File: config.mk
export PLATFORM = sky130hd
export DESIGN_NAME = khs_mod_unit
export DESIGN_NICKNAME = d
export VERILOG_FILES = /design/src/rtl/core/khs_pkg.sv /design/src/rtl/core/khs_mod_unit.sv
export SDC_FILE = /design/constraint.sdc
export NUM_CORES = 1
export LEC_CHECK = 0
export BUFFER_PORTS_ARGS = -buffer_cell sky130_fd_sc_hd__buf_4
export CORE_MARGIN = 1.5
export CORE_UTILIZATION = 50
export CTS_BUF_LIST = sky130_fd_sc_hd__clkbuf_4 sky130_fd_sc_hd__clkbuf_8
export DETAILED_ROUTE_END_ITERATION = 12
export GPL_TIMING_DRIVEN = 0
export HOLD_SLACK_MARGIN = 0.03
export PLACE_DENSITY = 0.7
export SETUP_SLACK_MARGIN = 0.5
export SLEW_MARGIN = 10
export SYNTH_ARGS = -nofsm -noshare
export SYNTH_HDL_FRONTEND = slang
export SYNTH_SLANG_ARGS = --single-unit
File: constraint.sdc
create_clock -name clk -period 42.2 [get_ports clk]
set_clock_uncertainty 0.2 [all_clocks]
set_input_delay 0 -clock clk [delete_from_list [all_inputs] [get_ports clk]]
set_output_delay 0 -clock clk [all_outputs]
set_load 0.05 [all_outputs]
File: src/rtl/core/khs_pkg.sv
// ----------------------------------------------------------------------------
// khs_pkg
// shared types, codes and sizes for the key hash set
// ----------------------------------------------------------------------------
package khs_pkg;

    localparam int KEY_W       = 64;
    localparam int CNT_W       = 11;
    localparam int DEF_BUCKETS = 1024;
    localparam int DEF_WAYS    = 4;

    // modulo unit: bits retired per cycle and digit steps per key
    localparam int DIGIT_W   = 8;
    localparam int DIV_STEPS = KEY_W / DIGIT_W;
    localparam int STEP_W    = (DIV_STEPS > 1) ? $clog2(DIV_STEPS) : 1;

    localparam logic [CNT_W-1:0] RESET_BUCKET_COUNT = 11'd1024;

    // request actions
    localparam logic [1:0] ACT_INSERT = 2'd0;
    localparam logic [1:0] ACT_REMOVE = 2'd1;
    localparam logic [1:0] ACT_LOOKUP = 2'd2;

    // result status codes
    localparam logic STATUS_DONE = 1'b0;
    localparam logic STATUS_FULL = 1'b1;

    typedef struct packed {
        logic [1:0]       action;
        logic [KEY_W-1:0] key;
    } req_t;

    typedef struct packed {
        logic found;
        logic status;
    } rsp_t;

    typedef enum logic [2:0] {
        ST_CLEAR,
        ST_IDLE,
        ST_HASH,
        ST_READ,
        ST_UPDATE,
        ST_OUT
    } state_t;

endpackage

File: src/rtl/core/khs_mod_unit.sv
// ----------------------------------------------------------------------------
// khs_mod_unit
// iterative 64-bit modulo by an 11-bit divisor, one digit per cycle
// ----------------------------------------------------------------------------
module khs_mod_unit (
    input  logic                      clk,
    input  logic                      rst_n,
    input  logic                      start,
    input  logic [khs_pkg::KEY_W-1:0] dividend,
    input  logic [khs_pkg::CNT_W-1:0] divisor,
    output logic                      done,
    output logic [khs_pkg::CNT_W-1:0] rem
);
    import khs_pkg::*;

    logic [KEY_W-1:0]  num_reg;
    logic [KEY_W-1:0]  num_next;
    logic [CNT_W-1:0]  rem_reg;
    logic [CNT_W-1:0]  rem_next;
    logic [CNT_W-1:0]  div_reg;
    logic [STEP_W-1:0] cnt_reg;
    logic              busy_reg;
    logic              done_reg;
    logic [CNT_W:0]    acc;

    // restoring steps over one digit of the dividend
    always_comb
    begin
        acc = {1'b0, rem_reg};
        for (int i = 0; i < DIGIT_W; i++)
        begin
            acc = {acc[CNT_W-1:0], num_reg[KEY_W-1-i]};
            if (acc >= {1'b0, div_reg})
            begin
                acc = acc - {1'b0, div_reg};
            end
        end
        rem_next = acc[CNT_W-1:0];
        num_next = num_reg << DIGIT_W;
    end

    always_ff @(posedge clk or negedge rst_n)
    begin
        if (!rst_n)
        begin
            busy_reg <= 1'b0;
            done_reg <= 1'b0;
            cnt_reg  <= '0;
        end
        else
        begin
            done_reg <= 1'b0;
            if (start)
            begin
                busy_reg <= 1'b1;
                cnt_reg  <= '0;
            end
            else if (busy_reg)
            begin
                cnt_reg <= cnt_reg + 1'b1;
                if (cnt_reg == STEP_W'(DIV_STEPS - 1))
                begin
                    busy_reg <= 1'b0;
                    done_reg <= 1'b1;
                end
            end
        end
    end

    always_ff @(posedge clk)
    begin
        if (start)
        begin
            num_reg <= dividend;
            rem_reg <= '0;
            div_reg <= divisor;
        end
        else if (busy_reg)
        begin
            num_reg <= num_next;
            rem_reg <= rem_next;
        end
    end

    assign done = done_reg;
    assign rem  = rem_reg;

endmodule

After elaboration in Yosys (flattened, before gate mapping)
Index checks and enable logic that the tools add are counted.
{ "classes": {"add_sub_neg": 9, "multipliers": 0, "div_mod_pow": 0, "magnitude_cmp": 8, "eq_ne": 1, "n_shift": 0, "mux": 18, "bitwise": 0, "n_reduce_logical": 1} }
{ "op_table": {"columns": ["operator", "n"], "rows": [
  ["$mux 64", 2],
  ["$ge 12x11->1", 8],
  ["$mux 11", 8],
  ["$sub 11x11->11", 8],
  ["$mux 1", 6],
  ["$mux 3", 2],
  ["$add 3x1->3 const B", 1],
  ["$eq 3x3->1 const B", 1],
  ["$reduce_bool 2->1", 1]
]} }
{ "totals": {"reg_bits": 91, "latchBits": 0, "ram_bits": 0, "mem_bits_ro": 0, "inputBits": 78, "word_cells": 43, "n_memories": 0} }

Longest topological paths before layout
Gate-level depths: netlist of the first run.
{ "logic_depth": {"ltp_word": 16, "depth_mapped": 92, "depth_no_buf": 85} }

Worst setup path after synthesis of the first run
OpenSTA, ideal clock, no wires.
{ "synth_path": {"path_type": "reg2reg", "start": "reg rem_reg[0] (netlist: rem[0])", "end": "reg rem_reg[0] (netlist: rem[0])", "arrival_time_ns": 18.529, "required_time_ns": 41.905, "setup_slack_ns": 23.375, "path_stages_with_launch": 88, "path_buffers": 8, "cell_sequence": "dfxtp_1 -> inv_1 -> fa_1 -> nand2b_1 -> a21o_1 -> o221a_2 -> nand2_1 -> mux2_2 -> ha_1 -> a21oi_1 -> o211ai_1 -> a221oi_1 -> a21oi_1 -> or2_1 -> buf_4 -> o31ai_1 -> ha_1 -> and3_1 -> [... 52 more ...] -> buf_6 -> buf_2 -> nor2_1 -> a21oi_1 -> inv_1 -> fa_1 -> nor2b_1 -> o21ai_0 -> a21boi_0 -> o21ai_0 -> a21boi_0 -> o21ai_0 -> a21boi_0 -> o21ai_0 -> a31oi_1 -> clkbuf_1 -> o21bai_1 -> a221oi_1"} }
{ "synth_between": {"elab_chain_cells": 16} }
{ "synth_lines": {"columns": ["item", "line_no", "rtl"], "rows": [
  ["from (decl)", "khs_mod_unit.sv:18", "logic [CNT_W-1:0] rem_reg;"],
  ["from (signal assigned)", "khs_mod_unit.sv:81", "rem_reg <= rem_next;"],
  ["$sub 11x11->11 / $ge 12x11->1 (equally long branches)", "khs_mod_unit.sv:35, khs_mod_unit.sv:33", null],
  ["$mux 11 (*)", "khs_mod_unit.sv:33", "if (acc >= {1'b0, div_reg})"],
  ["$sub 11x11->11 / $ge 12x11->1 (equally long branches)", "khs_mod_unit.sv:35, khs_mod_unit.sv:33", null],
  ["$mux 11 (*)", "khs_mod_unit.sv:33", null],
  ["$sub 11x11->11 / $ge 12x11->1 (equally long branches)", "khs_mod_unit.sv:35, khs_mod_unit.sv:33", null],
  ["$mux 11 (*)", "khs_mod_unit.sv:33", null],
  ["$sub 11x11->11 / $ge 12x11->1 (equally long branches)", "khs_mod_unit.sv:35, khs_mod_unit.sv:33", null],
  ["$mux 11 (*)", "khs_mod_unit.sv:33", null],
  ["$sub 11x11->11 / $ge 12x11->1 (equally long branches)", "khs_mod_unit.sv:35, khs_mod_unit.sv:33", null],
  ["$mux 11 (*)", "khs_mod_unit.sv:33", null],
  ["$sub 11x11->11 / $ge 12x11->1 (equally long branches)", "khs_mod_unit.sv:35, khs_mod_unit.sv:33", null],
  ["$mux 11 (*)", "khs_mod_unit.sv:33", null],
  ["$sub 11x11->11 / $ge 12x11->1 (equally long branches)", "khs_mod_unit.sv:35, khs_mod_unit.sv:33", null],
  ["$mux 11 (*)", "khs_mod_unit.sv:33", null],
  ["$ge 12x11->1 (*)", "khs_mod_unit.sv:33", null],
  ["$mux 11 (*)", "khs_mod_unit.sv:33", null]
]} }
Every way passes the cells marked *; elsewhere a longest branch is shown, timed or not.
A chain may end at the register's enable or synchronous reset.

Final worst setup path of the first run
{ "layout_path": {"start": "reg div_reg[5]", "end": "reg rem_reg[4] (netlist: rem[4])"} }
{ "layout_between": {"elab_chain_cells": 16} }
{ "layout_lines": {"columns": ["item", "line_no", "rtl"], "rows": [
  ["from (decl)", "khs_mod_unit.sv:20", "logic [CNT_W-1:0] div_reg;"],
  ["from (signal assigned)", "khs_mod_unit.sv:76", "div_reg <= divisor;"],
  ["$sub 11x11->11 / $ge 12x11->1 (equally long branches)", "khs_mod_unit.sv:35, khs_mod_unit.sv:33", null],
  ["$mux 11", "khs_mod_unit.sv:33", null],
  ["$sub 11x11->11 / $ge 12x11->1 (equally long branches)", "khs_mod_unit.sv:35, khs_mod_unit.sv:33", null],
  ["$mux 11", "khs_mod_unit.sv:33", null],
  ["$sub 11x11->11 / $ge 12x11->1 (equally long branches)", "khs_mod_unit.sv:35, khs_mod_unit.sv:33", null],
  ["$mux 11", "khs_mod_unit.sv:33", null],
  ["$sub 11x11->11 / $ge 12x11->1 (equally long branches)", "khs_mod_unit.sv:35, khs_mod_unit.sv:33", null],
  ["$mux 11", "khs_mod_unit.sv:33", null],
  ["$sub 11x11->11 / $ge 12x11->1 (equally long branches)", "khs_mod_unit.sv:35, khs_mod_unit.sv:33", null],
  ["$mux 11", "khs_mod_unit.sv:33", null],
  ["$sub 11x11->11 / $ge 12x11->1 (equally long branches)", "khs_mod_unit.sv:35, khs_mod_unit.sv:33", null],
  ["$mux 11", "khs_mod_unit.sv:33", null],
  ["$ge 12x11->1 / $sub 11x11->11 (equally long branches)", "khs_mod_unit.sv:33, khs_mod_unit.sv:35", null],
  ["$mux 11", "khs_mod_unit.sv:33", null],
  ["$sub 11x11->11 / $ge 12x11->1 (equally long branches)", "khs_mod_unit.sv:35, khs_mod_unit.sv:33", null],
  ["$mux 11 (*)", "khs_mod_unit.sv:33", null]
]} }
Marks and branches as above.

==> results of run 1 <==
[cell families after synthesis]
logic type / count (synthesis) / share of synthesized area, %
fa+ha+maj: 98 / 14.4
mux: 117 / 14.4
xor+xnor: 51 / 5.00
buf+inv: 94 / 4.13
simple gates: 254 / 14.8
flops: 91 / 29.1
compound gates: 233 / 18.2
[area by class of cell]
cell class / instances / share of cell area (%)
well taps: 225 / 2.58
inverters: 71 / 2.44
plain buffers: 23 / 0.939
repair buffers: 168 / 13.5
clock inverters: 6 / 0.825
multi-input cells: 753 / 54.7
clock buffers: 10 / 1.20
flip-flops and latches: 91 / 23.8
[layer usage]
metal  wire [um]  part of all wire [%]  track usage (%)
met3        1020                   4.1             3.19
met5           0                     0                0
met4         704                   2.8             9.16
met1       10300                    42             32.4
met2       12700                    51             50.3
[worst max-delay path by stage]
| stage | start | end | slack, ns | cells after the start |
|---|---|---|---|---|
| floorplan | rem[0] | rem[0] | 23.38 | 87 |
| global placement | div_reg[0] | rem[0] | 19.56 | 87 |
| detailed placement | div_reg[5] | rem[4] | 19.55 | 88 |
| CTS | div_reg[5] | rem[4] | 19.37 | 88 |
| global route | div_reg[5] | rem[4] | 17.30 | 88 |
| finish | div_reg[5] | rem[4] | 19.02 | 88 |
[synth_stat cells (all sizes together) (5+ instances only)]
cell     n  share of area (%)
a21o    23                1.9
fa       8                1.8
nor2    69                2.9
o211a    6               0.67
nand2   47                2.0
a31oi    6               0.42
o22ai    5               0.35
mux2    84                 11
o21bai  12                1.0
nand2b  14               0.98
nor4     7               0.66
mux2i   33                3.7
o21ai   47                2.7
buf      7               0.48
a211oi  13                1.4
a21oi   52                2.9
and3    10               0.70
dfxtp   11                2.5
xnor2   34                3.3
xor2    17                1.7
nor3    19                1.1
or3      8               0.62
or2     12               0.84
nand4   12               0.84
o31ai    9                1.1
inv     71                3.0
a21boi   9               0.76
o211ai  13                1.1
and2    12               0.84
edfxtp  75                 25
o31a     6               0.59
o21a     7               0.59
dfrtp    5                1.4
nand3   17                1.0
nor2b   12               0.92
ha      90                 13
clkbuf  16               0.67
o221ai   5               0.56
[critical path: cells and delay by family (launching register included)]
| family | cells | cell delay, ns |
|---|---|---|
| AO/OA/AOI/OAI | 51 | 12.06 |
| adder cells (fa/ha/maj) | 8 | 3.42 |
| AND/OR/NAND/NOR | 16 | 3.21 |
| buffers and inverters | 11 | 3.30 |
| flip-flops | 1 | 0.36 |
| multiplexers | 2 | 0.55 |
[through the flow]
stage | cell area (sq um) | utilization [%] | cells
6_report | 10900 | 62.9 | 1347
5_1_grt | 10900 | 62.9 | 1347
4_1_cts | 10900 | 62.9 | 1347
3_5_place_dp | 9920 | 57.2 | 1253
3_3_place_gp | 9890 | 57.0 | 1252
2_1_floorplan | 8940 | - | 938
==> summary.md, run 1 <==
| Metric | Value |
|---|---|
| Seq cells post-synth | `91` |
| Post-synthesis async set-or-reset flop share | `5.49%` |
| Hold path start | `divisor[8]` |
| Worst-margin pin slew | `0.848 ns` |
| Final wirelength | `24.8 mm` |
| Max_cap viols | `0` |
| Outcome | `finished, final reports clean` |
| CP endpoint kind | `flop` |
| Final setup fails | `0` |
| DP HPWL | `18.2 mm` |
| Die height | `137 um` |
| Worst-skew pair later-pin latency | `0.37 ns` |
| Core box area | `0.0174 sq mm` |
| Initial antenna violation count | `0` |
| Final nets | `1293` |
| R2R Path Start | `div_reg[5]` |
| Deepest clock path buffer count | `2` |
| DR pass1 iterations | `5` |
| Largest net degree at the start of global routing | `63` |
| Post-synthesis instance total | `938` |
| Avg WL per Cell | `18.4 um` |
| CP peak stage delay | `0.68 ns` |
| Syn Nets | `1114` |
| Footprint of the multi-input gates | `0.00598 sq mm` |
| Setup_tns | `0 ns` |
| Worst rel slew slack | `43.4%` |
| P&R area growth vs syn | `22.2%` |
| Yosys warnings | `0` |
| Port bufs | `89` |
| Most frequent cells in the layout | `90 x buf_4, 90 x ha_1, 81 x mux2_2` |
| Final RePlAce weighted congestion | `0.914` |
| RSZ-0062 raised after global routing | `no` |
| Sequential area share after synthesis | `29.1%` |
| Slew Limit Fails | `0` |
| Netlist Area Pre-Place | `0.00894 sq mm` |
| Ys flop type | `edfxtp_1` |
| Clock sink total | `91` |
| # IOs | `90` |
| Hold crit path type | `primary input to flop` |
| Final worst-path setup slack | `19.02 ns` |
| Post-synth EDFFs | `75` |
| # resized after CTS | `0` |
| Arrival time of the worst setup path | `23.25 ns` |
| Seq. cell area | `0.00260 sq mm` |
| Vias in the first global route | `7598` |
| CP Data Required Time | `42.27 ns` |
| Most frequent CP cell | `a21oi_1` |
| Via count | `7810` |
| GRT Resource Usage Total | `27.2%` |
| R2R setup slack | `19.02 ns` |
| Yosys cell types | `75` |
| Site Rows | `48` |
| Starting Density | `51.5%` |
| Setup crit start kind | `flop` |
| ANT nets after route | `0` |
| Hold Crit Endpoint | `div_reg[8]` |
| Maximum achievable frequency | `0.0431 GHz` |
| DIE AREA | `0.0187 sq mm` |
| Final hold slack | `0.146 ns` |
| Fillers | `1432` |
| Max reg flops | `64` |
| First-pass GRT wire length | `39.1 mm` |
| Grt total ovfl | `0` |
| Post-CTS Repair Setup Buffers | `0` |
| Reg-to-reg endpoint | `rem[4]` |
| Worst hold stages | `2` |
| Ant diodes | `0` |
| Slowest library cell on the worst path | `o31ai_4` |
| Die X | `137 um` |
| Hold buffers post-CTS | `78` |
| Syn avg cell area | `9.53 sq um` |
| Worst slack, placed | `19.55 ns` |
| Hold Vio Cnt, Final | `0` |
| CTS Buf Count | `9` |
| Reg clk slew, reported paths | `0.09 ns` |
| Critical path class | `flop to flop` |
| Clock tree from TritonCTS | `built` |
| Via density | `5.80` |
| Largest fanout on the critical path | `10` |
| Root buf cell | `clkbuf_8` |
| Final Cycle Share | `54.9%` |
| Min cycle time layout | `23.18 ns` |
| Fraction of layout cells with a size suffix above 1 | `19.4%` |
| Drt first-iter violations | `433` |
| H-tree depth | `3` |
| Drt drc | `0` |
| Worst Reg2Reg Path Length in Cells | `88` |
Power of run 1 is left out: the tool's default activity adds up to more than one toggle a clock period on the data nets, which glitch-free logic cannot reach.
==> run 2: changes to the inputs <==
- ABC_AREA: not set -> 1
- PLACE_DENSITY: 0.7 -> 0.73
- clock period: 42.2 -> 19.4 ns (I/O delays scaled with it)
==> run 2 against run 1 <==
  * Fmax grew 34%
  * Synthesized cell count grew 39%
  * Critical path type unchanged
  * Hold slack lost 0.0037 ns
  * Sequential share of layout area shrank 0.81 points
  * First-iteration DRC count grew 37%
  * Flip-flop and latch count is the same
  * Count of clock-buffer cells in the layout is the same
  * Non-clock buffer count grew 18
==> summary.md, run 2 <==
| Metric | Value |
|---|---|
| Synth top area share | `24.1%` |
| RSZ-0062 raised after global routing | `no` |
| Most frequent CP cell | `nand2_1` |
| Arrival time of the worst setup path | `17.39 ns` |
| Worst-margin pin slew | `0.789 ns` |
| Core box area | `0.0181 sq mm` |
| CTS Buf Count | `9` |
| DIE AREA | `0.0195 sq mm` |
| Fraction of layout cells with a size suffix above 1 | `13.6%` |
| Worst rel slew slack | `47.4%` |
| Slowest library cell on the worst path | `ha_1` |
| Ant diodes | `0` |
| Site Rows | `49` |
| Yosys cell types | `49` |
| Setup_tns | `0 ns` |
| Reg-to-reg endpoint | `rem[6]` |
| Avg WL per Cell | `15.0 um` |
| R2R Path Start | `div_reg[7]` |
| Worst slack, placed | `2.00 ns` |
| Hold path start | `divisor[2]` |
| Final RePlAce weighted congestion | `0.890` |
| GR Util met3 | `3.58%` |
| Most common cell after layout, fill and taps aside | `nand2_1` |
| Maximum achievable frequency | `0.0577 GHz` |
| Largest fanout on the critical path | `10` |
| Outcome | `finished, final reports clean` |
| Post-route insts no fill | `1720` |
| Final worst-path setup slack | `2.08 ns` |
| CP peak stage delay | `0.47 ns` |
| Drt first-iter violations | `594` |
| Hold Vio Cnt, Final | `0` |
| Slew Limit Fails | `0` |
| Synth top cells by count | `474 x nand2_1, 175 x inv_1, 121 x nand3_1` |
| Via density | `5.26` |
| Max_cap viols | `0` |
| ANT nets after route | `0` |
| Deepest clock path buffer count | `2` |
| Critical path class | `flop to flop` |
| Post-synthesis adder-cell area fraction | `13.8%` |
| Worst hold stages | `2` |
| Hold crit path type | `primary input to flop` |
| Leading area contributor after synthesis | `edfxtp_1` |
| Post-synthesis async set-or-reset flop share | `5.49%` |
| Final setup fails | `0` |
| Via count | `9042` |
| Final nets | `1662` |
| Port bufs | `89` |
| Setup crit start kind | `flop` |
| Mux share of post-synthesis cell area | `0%` |
| H-tree depth | `3` |
| Netlist Area Pre-Place | `0.00935 sq mm` |
| Vias in the first global route | `8732` |
| Syn avg cell area | `7.16 sq um` |
| XOR/XNOR Fraction of Synth Area | `5.98%` |
| Max reg flops | `64` |
| DR pass1 iterations | `5` |
| Largest family of logic cells by synthesized area | `simple AND/OR/NAND/NOR gates` |
| CP endpoint kind | `flop` |
| Min cycle time layout | `17.32 ns` |
| Yosys warnings | `0` |
| Gr busiest metal | `met2` |
| Worst Reg2Reg Path Length in Cells | `112` |
| Most frequent cells in the layout | `474 x nand2_1, 172 x inv_1, 121 x nand3_1` |
| Post-Place Cells | `1623` |
| Hold Crit Endpoint | `div_reg[2]` |
| Clock sink total | `91` |
| Starting Density | `51.5%` |
| Drt drc | `0` |
| Die height | `140 um` |
| Synth area leaders | `edfxtp_1 24%, nand2_1 19%, ha_1 12%` |
| Critical Path Start | `div_reg[7]` |
| Grt total ovfl | `0` |
| Synth Area in Compound Gates | `7.26%` |
| Count leader, synth | `nand2_1` |
| Final Cycle Share | `89.3%` |
| Seq cells post-synth | `91` |
| Final hold slack | `0.143 ns` |
| Sequential area share after synthesis | `27.8%` |
| Post-synthesis instance total | `1305` |
| # IOs | `90` |
| Final wirelength | `25.8 mm` |
| R2R setup slack | `2.08 ns` |
| Clock tree from TritonCTS | `built` |
| M1 GR Usage | `34.0%` |
| DP HPWL | `18.6 mm` |
| Largest net degree at the start of global routing | `65` |
| CP Data Required Time | `19.48 ns` |
| Syn Nets | `1481` |
| First-pass GRT wire length | `42.2 mm` |
| Reg clk slew, reported paths | `0.10 ns` |
| GRT Resource Usage Total | `27.1%` |
| Initial antenna violation count | `0` |
| P&R area growth vs syn | `21.0%` |
| Die X | `140 um` |
| Worst-skew pair later-pin latency | `0.38 ns` |
| Simple-Gate Fraction of Synth Area | `35.2%` |
| Post-synth EDFFs | `75` |
| Ys flop type | `edfxtp_1` |
| Met2 global-route usage | `48.1%` |
| Root buf cell | `clkbuf_8` |
-- run 2: cell count changes after synthesis, sizes merged, moves of 13 or more --
| cell | change |
|---|---|
| mux2 | -84 |
| buf | +16 |
| nor2 | -19 |
| nand3 | +123 |
| nor3 | -14 |
| o21ai | -22 |
| nand2b | -14 |
| xor2 | +19 |
| nand2 | +451 |
| mux2i | -33 |
| inv | +110 |
| a21o | -16 |
| a211oi | -13 |
-- run 2: through the flow --
stage / cell area, sq um / utilization (%)
floorplan: 9350 / -
global placement: 10300 / 56.8
detailed placement: 10300 / 56.8
CTS: 11300 / 62.1
global route: 11300 / 62.3
finish: 11300 / 62.3
-- run 2: cell families (layout without fill, tap and decap cells) --
family	Yosys count	in the layout
AO/OA/AOI/OAI	111	111
XOR/XNOR	63	63
adder cells (fa/ha/maj)	98	98
buffers and inverters	220	406
flip-flops	91	91
AND/OR/NAND/NOR	722	722
-- run 2: final cells by class --
class	count	area, sq um
clock buffers	10	131
clock inverters	6	55.1
multi-input cells	994	5820
plain buffers	39	254
flip-flops and latches	91	2600
inverters	181	689
repair buffers	170	1470
fillers	1607	6840
well taps	229	287
-- run 2: worst max-delay path by stage --
stage / depth (start not counted) / to
2_1_floorplan: 112 / rem[6]
3_3_place_gp: 110 / rem[9]
3_5_place_dp: 110 / rem[9]
4_1_cts: 110 / rem[9]
5_1_grt: 112 / rem[3]
6_report: 112 / rem[6]
-- run 2: repair_timing --
item | in CTS | in global routing
resized for setup | 0 | 3
setup buffers | 0 | 3
hold buffers | 78 | 0
endpoints found under the hold margin | 91 | 0
endpoints found under the setup margin | 0 | 11
-- run 2: routing by layer --
metal / part of all wire [%] / routed length (um)
met1: 42 / 10900
met2: 49 / 12600
met3: 6.2 / 1610
met4: 2.6 / 671
met5: 0 / 0
-- run 2: worst max-delay path, delay by kind of cell, from the launching register on --
| kind | cells | cell delay, ns |
|---|---|---|
| fa+ha+maj | 8 | 3.10 |
| buf+inv | 22 | 3.04 |
| compound gates | 25 | 5.07 |
| flops | 1 | 0.43 |
| simple gates | 57 | 5.30 |
Power of run 2 is left out for the same reason.
==> run 3: changes to the inputs <==
- RECOVER_POWER: not set -> 50
==> run 3 against run 2 <==
  * Register-to-register slack barely moved
  * Sequential share of layout area rose by 0.11 points
  * Critical endpoint unchanged
  * Largest cell class unchanged
  * Flip-flop and latch count did not move
  * Die area did not move
  * Global-route usage did not move
  * Cell count did not move
  * Non-clock buffer count did not move
==> summary.md, run 3 (synthesized netlist as in run 2, its figures left out) <==
| Metric | Value |
|---|---|
| Outcome | `finished, final reports clean` |
| Drt drc | `0` |
| Ant diodes | `0` |
| Most common cell after layout, fill and taps aside | `nand2_1` |
| ANT nets after route | `0` |
| Max_cap viols | `0` |
| Final Cycle Share | `89.2%` |
| DP HPWL | `18.6 mm` |
| Largest fanout on the critical path | `10` |
| RSZ-0062 raised after global routing | `no` |
| # IOs | `90` |
| Most frequent CP cell | `nand2_1` |
| CTS Buf Count | `9` |
| DIE AREA | `0.0195 sq mm` |
| Via count | `9038` |
| Drt first-iter violations | `570` |
| Starting Density | `51.5%` |
| First-pass GRT wire length | `42.2 mm` |
| Critical path class | `flop to flop` |
| Worst rel slew slack | `47.3%` |
| Clock sink total | `91` |
| GRT Resource Usage Total | `27.1%` |
| Port bufs | `89` |
| Setup_tns | `0 ns` |
| CP Data Required Time | `19.47 ns` |
| Die X | `140 um` |
| Initial antenna violation count | `0` |
| Deepest clock path buffer count | `2` |
| Via density | `5.25` |
| Arrival time of the worst setup path | `17.38 ns` |
| Vias in the first global route | `8732` |
| Clock tree from TritonCTS | `built` |
| Maximum achievable frequency | `0.0578 GHz` |
| Worst Reg2Reg Path Length in Cells | `112` |
| Final nets | `1662` |
| Setup crit start kind | `flop` |
| R2R setup slack | `2.09 ns` |
| Reg clk slew, reported paths | `0.11 ns` |
| Worst hold stages | `2` |
| Avg WL per Cell | `15.0 um` |
| Worst-skew pair later-pin latency | `0.38 ns` |
| Hold crit path type | `primary input to flop` |
| DR pass1 iterations | `5` |
| CP endpoint kind | `flop` |
| Min cycle time layout | `17.31 ns` |
| Fillers | `1624` |
| Site Rows | `49` |
| H-tree depth | `3` |
| Most frequent cells in the layout | `474 x nand2_1, 172 x inv_1, 121 x nand3_1` |
| Largest net degree at the start of global routing | `65` |
| Slowest library cell on the worst path | `ha_1` |
| P&R area growth vs syn | `20.4%` |
| Final wirelength | `25.9 mm` |
| Die height | `140 um` |
| Max reg flops | `64` |
| Root buf cell | `clkbuf_8` |
| Grt total ovfl | `0` |
| Fraction of layout cells with a size suffix above 1 | `12.7%` |
| Final RePlAce weighted congestion | `0.890` |
| Slew Limit Fails | `0` |
| CP peak stage delay | `0.47 ns` |
| Hold Vio Cnt, Final | `0` |
| Final setup fails | `0` |
| Worst-margin pin slew | `0.790 ns` |
| Core box area | `0.0181 sq mm` |
[run 3: cell count changes in the layout (fill, tap and decap cells not counted)]
cell / change
buf_4: -25
clkbuf_1: +15
clkbuf_4: +11
buf_1: -1
[run 3: cell type report]
| class | count | area (sq um) | area share [%] |
|---|---|---|---|
| Multi-Input combinational cell | 994 | 5820 | 51.7 |
| Sequential cell | 91 | 2600 | 23.1 |
| Timing Repair Buffer | 170 | 1420 | 12.6 |
| Inverter | 181 | 689 | 6.13 |
| Tap cell | 229 | 287 | 2.55 |
| Buffer | 39 | 254 | 2.26 |
| Clock buffer | 10 | 131 | 1.17 |
| Clock inverter | 6 | 55.1 | 0.489 |
[run 3: final timing paths]
check / startpoint / end
max in group asynchronous: rst_n / cnt_reg[1]
setup reg to reg: div_reg[7] / rem[6]
setup / recovery: div_reg[7] / rem[6]
min in group asynchronous: rst_n / cnt_reg[0]
hold reg to reg: rem[9] / rem[9]
hold / removal: divisor[3] / div_reg[3]
[run 3: through the flow]
stage                     cells  hold slack, ns  utilization, %  worst slack [ns]  area (sq um)
after floorplan            1305          -0.496               -              4.46          9350
after global placement     1623          -0.395            56.8              2.08         10300
after detailed placement   1623          -0.396            56.8              2.00         10300
after CTS                  1717           0.135            62.1              1.95         11300
after global routing       1720           0.154            62.0             0.523         11300
final                      1720           0.163            62.0              2.09         11300
[run 3: critical path, delay by kind of cell (launching register included)]
family,cells,cell delay [ns]
AOI/OAI and AO/OA,25,5.05
adders and majority gates,8,3.09
buffers and inverters,22,3.04
DFF,1,0.42
and+or+nand+nor,57,5.34
[run 3: per-layer routing]
layer | GRT usage, % | routed length (um) | vias to the layer above
li1 | - | - | 4579
met1 | 34.0 | 10900 | 4086
met2 | 48.1 | 12600 | 323
met3 | 3.58 | 1620 | 50
met4 | 8.70 | 694 | 0
met5 | 0 | 0 | -
[run 3: what timing repair did]
action,4_1_cts,5_1_grt
hold buffers,78,0
hold endpoints to repair,91,0
resized for setup,0,3
buffers inserted,0,3
endpoints found under the setup margin,0,11
Power of run 3 is left out for the same reason.
